## src/hw/rtl/hidis_pkg.sv

```systemverilog
// Package for the HID input-report idle scheduler.
// Holds the item types, event and register codes, the state machine states and the slot sizes.
// No dependencies.
package hidis_pkg;

    localparam int NUM_SLOTS = 8;
    localparam int SLOT_W    = 3;
    localparam int IDX_W     = SLOT_W + 1;
    localparam int RATE_W    = 8;
    localparam int ID_W      = 8;
    localparam int CFG_IDX_W = 2;

    localparam logic [IDX_W-1:0] SLOTS_MAX = IDX_W'(NUM_SLOTS);

    typedef enum logic [1:0] {
        FUNC_TICK     = 2'd0,
        FUNC_CHANGED  = 2'd1,
        FUNC_XFER_DONE = 2'd2,
        FUNC_SET_IDLE = 2'd3
    } t_func;

    typedef enum logic [CFG_IDX_W-1:0] {
        CFG_NUM_REPORTS = 2'd0,
        CFG_INPUT_MASK  = 2'd1,
        CFG_REPORT_IDS  = 2'd2
    } t_cfg_idx;

    typedef enum logic [1:0] {
        ST_IDLE,
        ST_SCAN,
        ST_DONE
    } t_state;

    typedef struct packed {
        t_func             func;
        logic [SLOT_W-1:0] slot;
        logic [ID_W-1:0]   rep_id;
        logic [RATE_W-1:0] idle_rate;
    } t_in_item;

    typedef struct packed {
        logic              send;
        logic [SLOT_W-1:0] send_slot;
        logic              busy_now;
    } t_out_item;

    // Per-slot scheduler state.
    typedef struct packed {
        logic              changed;
        logic [RATE_W-1:0] setting;
        logic [RATE_W-1:0] counter;
    } t_slot_ent;

    // Control for the slot-file write and mark ports.
    typedef struct packed {
        logic              wr_en;
        logic [SLOT_W-1:0] wr_idx;
        logic              mark_en;
        logic [SLOT_W-1:0] mark_idx;
    } t_slot_ctl;

endpackage

```

## src/hw/rtl/hidis_slot_file.sv

```systemverilog
// Per-slot state store: changed flag, idle setting and idle counter for each slot.
// One read port, one write port for the scan and one port that marks a slot changed.
// Depends on hidis_pkg.
module hidis_slot_file (
    input  logic                          i_clk,
    input  logic                          i_rst_n,
    input  hidis_pkg::t_slot_ctl          i_ctl,
    input  hidis_pkg::t_slot_ent          i_wr_ent,
    input  logic [hidis_pkg::SLOT_W-1:0]  i_rd_idx,
    output hidis_pkg::t_slot_ent          o_rd_ent
);

    hidis_pkg::t_slot_ent r_ent [hidis_pkg::NUM_SLOTS];

    assign o_rd_ent = r_ent[i_rd_idx];

    always_ff @(posedge i_clk) begin
        if (!i_rst_n) begin
            for (int i = 0; i < hidis_pkg::NUM_SLOTS; i++) begin
                r_ent[i].changed <= 1'b1;
                r_ent[i].setting <= '0;
                r_ent[i].counter <= '0;
            end
        end else begin
            if (i_ctl.wr_en) begin
                r_ent[i_ctl.wr_idx] <= i_wr_ent;
            end
            if (i_ctl.mark_en) begin
                r_ent[i_ctl.mark_idx].changed <= 1'b1;
            end
        end
    end

endmodule

```

## src/hw/rtl/hidis_slot_alu.sv

```systemverilog
// Shared slot update unit, used once per scanned slot.
// Applies the tick increment or the idle-rate write, then tests the slot for a pick.
// Depends on hidis_pkg.
module hidis_slot_alu (
    input  hidis_pkg::t_slot_ent             i_ent,
    input  hidis_pkg::t_func                 i_func,
    input  logic [hidis_pkg::RATE_W-1:0]     i_rate,
    input  logic                             i_is_input,
    input  logic                             i_id_match,
    input  logic                             i_pick_en,
    output hidis_pkg::t_slot_ent             o_ent,
    output logic                             o_hit
);

    hidis_pkg::t_slot_ent upd;
    logic                 due;

    always_comb begin
        upd = i_ent;
        if (i_is_input) begin
            if (i_func == hidis_pkg::FUNC_TICK && upd.setting != '0 && upd.counter != '1) begin
                upd.counter = upd.counter + 1'b1;
            end
            if (i_func == hidis_pkg::FUNC_SET_IDLE && i_id_match) begin
                upd.setting = i_rate;
            end
        end
        due   = upd.changed || (upd.setting != '0 && upd.counter >= upd.setting);
        o_hit = i_pick_en && i_is_input && due;
        o_ent = upd;
        if (o_hit) begin
            o_ent.counter = '0;
            o_ent.changed = 1'b0;
        end
    end

endmodule

```

## src/hw/rtl/hid_in_report_idle_scheduler_core.sv

```systemverilog
// HID input-report idle scheduler, top level: sequencer, configuration and output register.
// The slot scan runs one slot per cycle through a single update unit; a new item is
// taken only after the previous result has been loaded into the output register,
// which waits while a result there is stalled.
// Reset (synchronous, active low) marks every slot changed, clears rates, counters,
// busy flag and configuration registers, and empties the output register.
module hid_in_report_idle_scheduler_core (
    input  logic                              i_clk,
    input  logic                              i_rst_n,
    input  logic                              i_in_valid,
    output logic                              o_in_stall,
    input  hidis_pkg::t_in_item               i_in_data,
    output logic                              o_out_valid,
    input  logic                              i_out_stall,
    output hidis_pkg::t_out_item              o_out_data,
    input  logic                              i_cfg_valid,
    output logic                              o_cfg_ready,
    input  logic [hidis_pkg::CFG_IDX_W-1:0]   i_cfg_index,
    input  logic [63:0]                       i_cfg_data
);

    hidis_pkg::t_state                r_state, n_state;
    hidis_pkg::t_in_item              r_item;
    logic [hidis_pkg::IDX_W-1:0]      r_idx;
    logic                             r_found;
    logic [hidis_pkg::SLOT_W-1:0]     r_pick;
    logic                             r_do_pick;
    logic                             r_busy;
    logic                             r_out_valid;
    hidis_pkg::t_out_item             r_out_data;
    logic [3:0]                       r_cfg_num;
    logic [7:0]                       r_cfg_mask;
    logic [63:0]                      r_cfg_ids;

    logic                             in_acc;
    logic                             scan_act;
    logic                             out_load;
    logic [hidis_pkg::IDX_W-1:0]      in_use;
    logic [hidis_pkg::SLOT_W-1:0]     slot_idx;
    logic [hidis_pkg::ID_W-1:0]       slot_id;
    hidis_pkg::t_slot_ctl             slot_ctl;
    hidis_pkg::t_slot_ent             rd_ent;
    hidis_pkg::t_slot_ent             wr_ent;
    logic                             hit;
    logic                             pick_req;

    assign in_use   = (r_cfg_num > hidis_pkg::SLOTS_MAX) ? hidis_pkg::SLOTS_MAX : r_cfg_num;
    assign slot_idx = r_idx[hidis_pkg::SLOT_W-1:0];
    assign slot_id  = r_cfg_ids[{slot_idx, 3'b000} +: hidis_pkg::ID_W];

    assign o_in_stall  = (r_state != hidis_pkg::ST_IDLE);
    assign o_cfg_ready = 1'b1;
    assign o_out_valid = r_out_valid;
    assign o_out_data  = r_out_data;

    // A pick follows a transfer-done event always, and a tick or report change if free.
    always_comb begin
        pick_req = 1'b0;
        unique case (i_in_data.func)
            hidis_pkg::FUNC_XFER_DONE: pick_req = 1'b1;
            hidis_pkg::FUNC_TICK,
            hidis_pkg::FUNC_CHANGED:   pick_req = !r_busy;
            default:                   pick_req = 1'b0;
        endcase
    end

    // Next state.
    always_comb begin
        n_state = r_state;
        unique case (r_state)
            hidis_pkg::ST_IDLE: begin
                if (i_in_valid) begin
                    n_state = hidis_pkg::ST_SCAN;
                end
            end
            hidis_pkg::ST_SCAN: begin
                if (r_idx >= in_use) begin
                    n_state = hidis_pkg::ST_DONE;
                end
            end
            hidis_pkg::ST_DONE: begin
                if (!r_out_valid || !i_out_stall) begin
                    n_state = hidis_pkg::ST_IDLE;
                end
            end
            default: n_state = hidis_pkg::ST_IDLE;
        endcase
    end

    // State machine outputs.
    always_comb begin
        in_acc   = 1'b0;
        scan_act = 1'b0;
        out_load = 1'b0;
        unique case (r_state)
            hidis_pkg::ST_IDLE: in_acc   = i_in_valid;
            hidis_pkg::ST_SCAN: scan_act = (r_idx < in_use);
            hidis_pkg::ST_DONE: out_load = !r_out_valid || !i_out_stall;
            default: ;
        endcase
    end

    always_comb begin
        slot_ctl.wr_en    = scan_act;
        slot_ctl.wr_idx   = slot_idx;
        slot_ctl.mark_en  = in_acc && (i_in_data.func == hidis_pkg::FUNC_CHANGED)
                            && ({1'b0, i_in_data.slot} < hidis_pkg::SLOTS_MAX);
        slot_ctl.mark_idx = i_in_data.slot;
    end

    hidis_slot_file u_slot_file (
        .i_clk    (i_clk),
        .i_rst_n  (i_rst_n),
        .i_ctl    (slot_ctl),
        .i_wr_ent (wr_ent),
        .i_rd_idx (slot_idx),
        .o_rd_ent (rd_ent)
    );

    hidis_slot_alu u_slot_alu (
        .i_ent      (rd_ent),
        .i_func     (r_item.func),
        .i_rate     (r_item.idle_rate),
        .i_is_input (r_cfg_mask[slot_idx]),
        .i_id_match ((r_item.rep_id == '0) || (r_item.rep_id == slot_id)),
        .i_pick_en  (r_do_pick && !r_found),
        .o_ent      (wr_ent),
        .o_hit      (hit)
    );

    always_ff @(posedge i_clk) begin
        if (!i_rst_n) begin
            r_state     <= hidis_pkg::ST_IDLE;
            r_idx       <= '0;
            r_found     <= 1'b0;
            r_pick      <= '0;
            r_do_pick   <= 1'b0;
            r_busy      <= 1'b0;
            r_out_valid <= 1'b0;
            r_cfg_num   <= '0;
            r_cfg_mask  <= '0;
            r_cfg_ids   <= '0;
        end else begin
            r_state <= n_state;
            if (i_cfg_valid) begin
                case (i_cfg_index)
                    hidis_pkg::CFG_NUM_REPORTS: r_cfg_num  <= i_cfg_data[3:0];
                    hidis_pkg::CFG_INPUT_MASK:  r_cfg_mask <= i_cfg_data[7:0];
                    hidis_pkg::CFG_REPORT_IDS:  r_cfg_ids  <= i_cfg_data;
                    default: ;
                endcase
            end
            if (in_acc) begin
                r_idx     <= '0;
                r_found   <= 1'b0;
                r_pick    <= '0;
                r_do_pick <= pick_req;
            end
            if (scan_act) begin
                r_idx <= r_idx + 1'b1;
                if (hit) begin
                    r_found <= 1'b1;
                    r_pick  <= slot_idx;
                end
            end
            if (out_load) begin
                r_out_valid <= 1'b1;
                if (r_do_pick) begin
                    r_busy <= r_found;
                end
            end else if (!i_out_stall) begin
                r_out_valid <= 1'b0;
            end
        end
    end

    always_ff @(posedge i_clk) begin
        if (in_acc) begin
            r_item <= i_in_data;
        end
        if (out_load) begin
            r_out_data.send      <= r_found;
            r_out_data.send_slot <= r_found ? r_pick : '0;
            r_out_data.busy_now  <= r_do_pick ? r_found : r_busy;
        end
    end

endmodule

```

## config.mk

```make
export PLATFORM = sky130hd
export DESIGN_NAME = hid_in_report_idle_scheduler_core
export DESIGN_NICKNAME = d
export VERILOG_FILES = /design/src/hw/rtl/hidis_pkg.sv /design/src/hw/rtl/hidis_slot_file.sv /design/src/hw/rtl/hidis_slot_alu.sv /design/src/hw/rtl/hid_in_report_idle_scheduler_core.sv
export SDC_FILE = /design/constraint.sdc
export NUM_CORES = 1
export LEC_CHECK = 0
export BUFFER_PORTS_ARGS = -buffer_cell sky130_fd_sc_hd__buf_2
export CORE_AREA = 5 5 154 156
export CTS_BUF_LIST = sky130_fd_sc_hd__clkbuf_2 sky130_fd_sc_hd__clkbuf_4 sky130_fd_sc_hd__clkbuf_8
export DETAILED_ROUTE_END_ITERATION = 10
export DIE_AREA = 0 0 159 161
export HOLD_SLACK_MARGIN = 0.15
export PLACE_DENSITY = 0.76
export SYNTH_ARGS = -nofsm -noshare
export SYNTH_HDL_FRONTEND = slang
export SYNTH_HIERARCHICAL = 1
export SYNTH_SLANG_ARGS = --single-unit
```

## constraint.sdc

```tcl
create_clock -name i_clk -period 5.6 [get_ports i_clk]
set_clock_uncertainty 0.2 [all_clocks]
set_input_delay 0.28 -clock i_clk [delete_from_list [all_inputs] [get_ports i_clk]]
set_output_delay 0.28 -clock i_clk [all_outputs]
set_load 0.02 [all_outputs]
```

; After elaboration in Yosys (flattened, before gate mapping)
; Memories as Yosys holds them, arrays and structs flattened. A register that Yosys moved wholly into a read port is not among the register bits.
; Index checks and enable logic that the tools add are counted.
[word_totals]
register_bits = 112
mem_bits_rw = 136
input_bits = 92
output_inout_bits = 8
elab_cells = 111
memories = 1
[memory_table]
columns = memory, words, word_bits, rd, rd_clocked_by_memory_dff, write_ports, line
row1 = u_slot_file.r_ent, 8, 17, 1, 1, 8, hidis_slot_file.sv:13  ; hidis_pkg::t_slot_ent r_ent [hidis_pkg::NUM_SLOTS];
[classes]
n_addsub = 2
magnitude_cmp = 5
n_eq_ne = 13
shifts = 1
mux = 42
n_reduce_logical = 31
[op_table]
columns = op, n
row1 = $shiftx A64 B7 Y8, 1
row2 = $mux W17, 2
row3 = $reduce_or A17 Y1, 2
row4 = $mux W8, 3
row5 = $mux W3, 7
row6 = $mux W1, 19
row7 = $mux W16, 1
row8 = $reduce_bool A8 Y1, 2
row9 = $mux W4, 3
row10 = $add A8 B1 Y8 const B, 1
row11 = $eq A2 B2 Y1 const B, 4
row12 = $eq A8 B8 Y1, 1
row13 = $ge A8 B8 Y1, 1
row14 = $logic_and A1 B1 Y1, 8
row15 = $logic_not A2 Y1, 4
row16 = $logic_not A8 Y1, 1
row17 = $mux W2, 4
row18 = $ne A8 B8 Y1 const B, 1
row19 = $eq A2 B1 Y1 const B, 3
row20 = $ne A2 B2 Y1 const B, 3
row21 = $pmux W2 S3, 1
row22 = $reduce_and A2 Y1, 3
row23 = $add A4 B1 Y4 const B, 1
row24 = $ge A4 B4 Y1, 1
row25 = other kinds (11), 17

; Longest topological paths before layout
; Gate-level depths: netlist of run 1.
[depth]
word_depth = 13
ltp_mapped = 20
mapped_depth_nobuf = 16

; Cells and area by module
; Netlist of run 1, hierarchy kept.
[by_module_without_submodules]
columns = module, instances, cells_each, area_each_um2
row1 = hidis_slot_file, 1, 395, 6348.6
row2 = hid_in_report_idle_scheduler_core, 1, 503, 4966.0
row3 = hidis_slot_alu, 1, 90, 698.2

; Worst setup path before layout of run 1
; OpenSTA, ideal clock, no wires.
[synth_timing]
path_kind = register -> register
start = reg r_idx[0] (netlist bit)
end = mem u_slot_file/r_ent[0][4] (netlist bit), data pin
arrival_ns = 4.187
t_required_ns = 5.145
slack_ns = 0.958
path_stages_with_launch = 14
synth_period_minus_slack_ns = 4.642
path_cell_list = dfxtp_1 buf_6 buf_6 mux4_1 mux2_2 nor4_2 a211oi_2 and4_1 or2_1 ha_1 nand4_1 o31ai_1 a21boi_0 and2_1
[synth_lines]
columns = item, line
row1 = start: declaration, hid_in_report_idle_scheduler_core.sv:24  ; logic [hidis_pkg::IDX_W-1:0] r_idx;
row2 = start signal: assignment, hid_in_report_idle_scheduler_core.sv:160  ; r_idx <= r_idx + 1'b1;
row3 = end: declaration, hidis_slot_file.sv:13

==> results_dict.tcl, run 1 <==
set metrics [dict create \
    status "finished clean" \
    drc 0 \
    max_slew_margin 0.254 \
    ys_types 68 \
    fin_util 0.655 \
    synth-main-ff-cell "edfxtp_1" \
    cp.required_ns 5.80 \
    drive_gt1_frac 0.206 \
    vias_per_cell 5.67 \
    grt_pass1_wl_um 47300 \
    critPathCaptureType "register" \
    switching_share 0.227 \
    gp_congestion 0.943 \
    fillers 1596 \
    power.switching_uw 894 \
    synth_seq_cells 248 \
    synth_cells 988 \
    register_area_um2 6480 \
    nNetsFinal 1302 \
    pwr-share-comb 0.080 \
    yosysMostFrequentCell "nand2_1" \
    place_inst 1342 \
    cts.clk_slew.worst_paths_ns 0.06 \
    intPower_uw 3040 \
    cts_num_sinks 248 \
    synthTopCellsByArea "edfxtp_1 (38%), dfxtp_1 (16%), and2_1 (7.2%)" \
    synth-edff-count 151 \
    post_layout_nonfiller_instances 1512 \
    multi_input_area_um2 5180 \
    hp-class "input pin to register" \
    worst_pin_slew_ns 1.12 \
    fmax_mhz 195 \
    die_w_um 159 \
    coreArea_um2 22200 \
    critPathKind "register to register" \
    synth_top_area_frac 0.377 \
    synth_area_per_cell_um2 12.2 \
    wl_met3_um 1630 \
    ir_drop_uv 175 \
    cp.arrival_ns 5.32 \
    setup_violations 0 \
    min_period_ns 5.12 \
    syn_area_um2 12000 \
    n_antenna_cell 0 \
    rows 55 \
    seq_area_frac_synth 0.539 \
    crit_fanout 19 \
    top_layer "met4" \
    drt_pass1_iterations 5 \
    rsz0062_at_grt "false" \
    fin_crit_sh 0.915 \
    place_hpwl_um 18100 \
    insertion_delay_ns 0.54 \
    p_leak_uw 0.00554 \
    synthSimpleGateAreaFrac 0.178 \
    fin_tns_setup_ns 0 \
    gr-total-overflow 0 \
    antenna_found_initial 0 \
    synthMuxAreaShare 0.144 \
    io_buffers 98 \
    grt_start_max_net_pins 92 \
    yosys.area_share.adder 0.0146 \
    via_count 8574 \
    drt-met1-wl_um 12100 \
    h-tree-depth 2 \
    initial_core_util 0.540 \
    syn_to_final_growth_pct 21.2 \
    sequentialPowerShare 0.515 \
    wire_per_inst_um 19.8 \
    synth_xor_area_frac 0.00656 \
    maxCapViolations 0 \
    die_h_um 161 \
    syn_nets 1094 \
    tritoncts "built" \
    grt_usage 0.229 \
    cp-start-kind "register" \
    drt-total-wl_um 29900 \
    fp.dieArea_um2 25600 \
    ant_nets 0 \
    power_density_nw_per_um2 270 \
    synthArstFlopShare 0 \
    dr_wl_met2_um 15400 \
    ios 100 \
    synth_top_family_by_area "simple AND/OR/NAND/NOR gates" \
    cts-buffers-inserted 41 \
    clk_path_buf_depth 3 \
    synthTopCellsByCount "nand2_1 (158), edfxtp_1 (151), and2_1 (139), dfxtp_1 (97), a21boi_0 (69)" \
    root_buffer "clkbuf_8" \
    hold_violations 0 \
    drtIter0Drc 627 \
    ys_warn_count 6 \
    synth_compound_area_frac 0.0872 \
    drv_slew 0 \
    synth_top_area_cell "edfxtp_1" \
    clkPwrFrac 0.405 \
    grt_pass1_vias 8967 \
]
[placed cells by master, fill, tap and decap left out, types with 12 or more instances in the layout]
cell type and n:
dlygate4sd3_1 95, buf_2 98, mux4_1 29, dfxtp_1 94, edfxtp_1 151, nor2b_1 22, buf_4 26, nand2_1 158
clkbuf_4 20, mux2_2 22, a21boi_0 68, nand2b_1 12, mux2i_1 45, ha_1 14, inv_1 14, clkbuf_8 43
mux4_2 12, and2_1 139
[layout make-up]
class                   instances  share of cell area
well taps                     285              0.0245
clock buffers                  63              0.0509
multi-input cells             670               0.356
repair buffers                221               0.115
inverters                      14             0.00361
flip-flops and latches        248               0.445
clock inverters                11             0.00524
[critical path, stage by stage (launching register included)]
cell and delay (ns):
dfxtp_4 0.59, buf_4 0.33, mux4_1 0.57, mux2_2 0.32, ha_1 0.25, nand3_1 0.18
nor2_1 0.11, or3_1 0.33, and2_1 0.17, ha_1 0.26, nand2b_1 0.15, a2111oi_0 0.44
o31ai_1 0.22, buf_4 0.21, a22oi_1 0.44, and2_1 0.22
[power by group through the flow]
| stage | Combinational, µW | Sequential, µW | Clock, µW |
|---|---|---|---|
| floorplan | 163 | 2050 | 0 |
| global placement | 248 | 2060 | 0 |
| detailed placement | 253 | 2070 | 0 |
| CTS | 303 | 2030 | 1620 |
| global route | 340 | 2030 | 1710 |
| finish | 313 | 2030 | 1590 |
[per-stage QoR]
| step | power (µW) | setup slack (ns) | cell area, µm² | hold WS [ns] |
|---|---|---|---|---|
| detailed placement | 2320 | 0.245 | 12800 | 0.258 |
| floorplan | 2220 | 0.958 | 12000 | 0.179 |
| finish | 3930 | 0.478 | 14600 | 0.255 |
| global route | 4080 | 0.215 | 14600 | 0.241 |
| CTS | 3950 | 0.130 | 14500 | 0.221 |
| global placement | 2310 | 0.393 | 12800 | 0.251 |
[state kept, by name, indices dropped and copies added, names as in the netlist]
name,count
r_idx,4
o_out_data,5
r_state,2
r_pick,3
r_cfg_ids,64
r_do_pick,1
r_found,1
o_out_valid,1
r_item,18
r_cfg_mask,8
u_slot_file/r_ent,136
r_busy,1
r_cfg_num,4
[layer usage]
| metal | up-vias | global-route usage |
|---|---|---|
| met3 | 63 | 0.0431 |
| met2 | 293 | 0.404 |
| met4 | 0 | 0.0814 |
| met5 | - | 0 |
| li1 | 4024 | - |
| met1 | 4194 | 0.284 |
[kinds of logic after synthesis]
family                     count (synthesis)
other                                      1
buffers and inverters                     70
and+or+nand+nor                          402
xor gates and xnor gates                   9
AOI/OAI and AO/OA                        136
muxes                                    108
DFF                                      248
adders and majority gates                 14
[what timing repair did]
action	4_1_cts	5_1_grt
hold buffers	95	0
buffers inserted	0	1
setup endpoints to repair	0	18
hold endpoints to repair	112	0
resized for setup	0	1
[worst paths after layout]
path,from,to,slack (ns),cells past startpoint
min reg2reg,r_cfg_ids[54],r_cfg_ids[54],0.26,2
min,i_in_data[8],r_item[8],0.25,2
max,r_idx[0],u_slot_file/r_ent[0][2],0.48,15
max reg2reg,r_idx[0],u_slot_file/r_ent[0][2],0.48,15
Note: power is estimated with default switching activity, not from simulation.
==> run 2, diff against run 1 <==
- MAX_ROUTING_LAYER: not set -> met4
==> run 2 against run 1 <==
Effect of this change:
- worst hold slack got worse by 0.00056 ns
- power fell by 0.11%
- final cell count stayed put
- register-to-register slack hardly changed
- worst setup slack worse by 0.0037 ns
- sequential share of layout area unchanged
- clock-buffer cell count unchanged
- fmax is essentially flat
- flip-flop and latch count did not move
- via count rose by 0.56%
- combinational power about the same
- non-clock buffer count stayed put
- largest power group unchanged
- highest routed layer unchanged
==> results_dict.tcl, run 2 (synthesized netlist as in run 1, its figures left out) <==
set metrics [dict create \
    status "finished clean" \
    maxCapViolations 0 \
    grt_pass1_wl_um 47300 \
    io_buffers 98 \
    clk_path_buf_depth 3 \
    cts_num_sinks 248 \
    cp-start-kind "register" \
    critPathCaptureType "register" \
    root_buffer "clkbuf_8" \
    multi_input_area_um2 5180 \
    crit_fanout 19 \
    min_delay_path_depth 2 \
    worstRegToRegCells 15 \
    reg2reg_to "u_slot_file/r_ent[0][2]" \
    fillers 1596 \
    die_h_um 161 \
    cp_slowest_cell "dfxtp_4" \
    critPathTopFamily "simple AND/OR/NAND/NOR gates" \
    place_hpwl_um 18100 \
    worst_pin_slew_ns 1.12 \
    crit_buf_inv 2 \
    tritoncts "built" \
    power_density_nw_per_um2 270 \
    max_slew_margin 0.253 \
    vias_per_cell 5.70 \
    drc 0 \
    final_common_cell "nand2_1" \
    initial_core_util 0.540 \
    hp-class "input pin to register" \
    hold_violations 0 \
    crit_path_cell_trace "buf_4 > mux4_1 > mux2_2 > ha_1 > nand3_1 > nor2_1 > or3_1 > and2_1 > ha_1 > nand2b_1 > a2111oi_0 > o31ai_1 > buf_4 > a22oi_1 > and2_1" \
    fin_util 0.655 \
    mostFrequentLayoutCells "nand2_1 (158), edfxtp_1 (151), and2_1 (139)" \
    largest_reg_flops 136 \
    worstHoldEndpoint "r_item[5]" \
    drtIter0Drc 641 \
    h-tree-depth 2 \
    fin_tns_setup_ns 0 \
    setup_violations 0 \
    fmax_mhz 195 \
    nNetsFinal 1302 \
    cts.clk_slew.worst_paths_ns 0.06 \
    holdWs_ns 0.254 \
    via_count 8622 \
    cts-buffers-inserted 41 \
    drive_gt1_frac 0.206 \
    drt-total-wl_um 29800 \
    r2r_setup_slack_ns 0.47 \
    cp.required_ns 5.80 \
    gp_congestion 0.960 \
    grt_pass1_vias 8972 \
    reg2reg_from "r_idx[0]" \
    ios 100 \
    top_register "u_slot_file/r_ent" \
    register_area_um2 6480 \
    drv_slew 0 \
    insertion_delay_ns 0.54 \
    top_regs "u_slot_file/r_ent: 136 flops, r_cfg_ids: 64 flops, r_item: 18 flops" \
    wire_per_inst_um 19.7 \
    coreArea_um2 22200 \
    cpPeakStageDelay_ns 0.59 \
    cp.arrival_ns 5.32 \
    antenna_found_initial 0 \
    critPathKind "register to register" \
    dp_slack_ns 0.245 \
    hp-start "i_in_data[5]" \
    grt_start_max_net_pins 92 \
    ir_drop_uv 175 \
    grt_usage 0.236 \
    fp.dieArea_um2 25600 \
    fin_crit_sh 0.915 \
    p_leak_uw 0.00554 \
    syn_to_final_growth_pct 21.2 \
    min_period_ns 5.13 \
    gr-total-overflow 0 \
    die_w_um 159 \
    n_antenna_cell 0 \
    finalWorstSetupSlack_ns 0.474 \
    ant_nets 0 \
    rsz0062_at_grt "false" \
    drt_pass1_iterations 5 \
    rows 55 \
]
## run 2: final cells by class
type                    instances  share of cell area
flip-flops and latches        248               0.445
repair buffers                221               0.115
well taps                     285              0.0245
inverters                      14             0.00361
multi-input cells             670               0.356
clock inverters                11             0.00524
clock buffers                  63              0.0509
## run 2: how the worst max path moves through the flow
stage | from | end | slack, ns | cells past startpoint
after floorplan | r_idx[0] | u_slot_file/r_ent[0][4] | 0.96 | 13
after global placement | r_idx[0] | u_slot_file/r_ent[3][4] | 0.39 | 14
after detailed placement | r_idx[0] | u_slot_file/r_ent[0][4] | 0.24 | 14
after CTS | r_idx[0] | u_slot_file/r_ent[0][4] | 0.13 | 14
after global routing | r_idx[0] | u_slot_file/r_ent[4][5] | 0.22 | 15
final | r_idx[0] | u_slot_file/r_ent[0][2] | 0.47 | 15
## run 2: metal layers
layer / global-route usage / vias up / share of wire
li1: - / 4026 / -
met1: 0.289 / 4186 / 0.40
met2: 0.404 / 343 / 0.51
met3: 0.0367 / 67 / 0.058
met4: 0.0814 / 0 / 0.027
met5: - / - / 0
## run 2: timing repair
item,4_1_cts,5_1_grt
hold buffers,95,0
setup buffers,0,1
endpoints found under the setup margin,0,17
hold endpoints to repair,112,0
resized for setup,0,1
## run 2: per-stage QoR
stage | total power (µW) | area, µm² | std cells
after floorplan | 2220 | 12000 | 988
after global placement | 2310 | 12800 | 1342
after detailed placement | 2320 | 12800 | 1342
after CTS | 3950 | 14500 | 1511
after global routing | 4080 | 14600 | 1512
final | 3930 | 14600 | 1512
## run 2: power breakdown
| group | total, µW | internal, µW | switching [µW] |
|---|---|---|---|
| clock | 1590 | 891 | 698 |
| combinational | 313 | 151 | 162 |
| sequential | 2030 | 2000 | 28.5 |
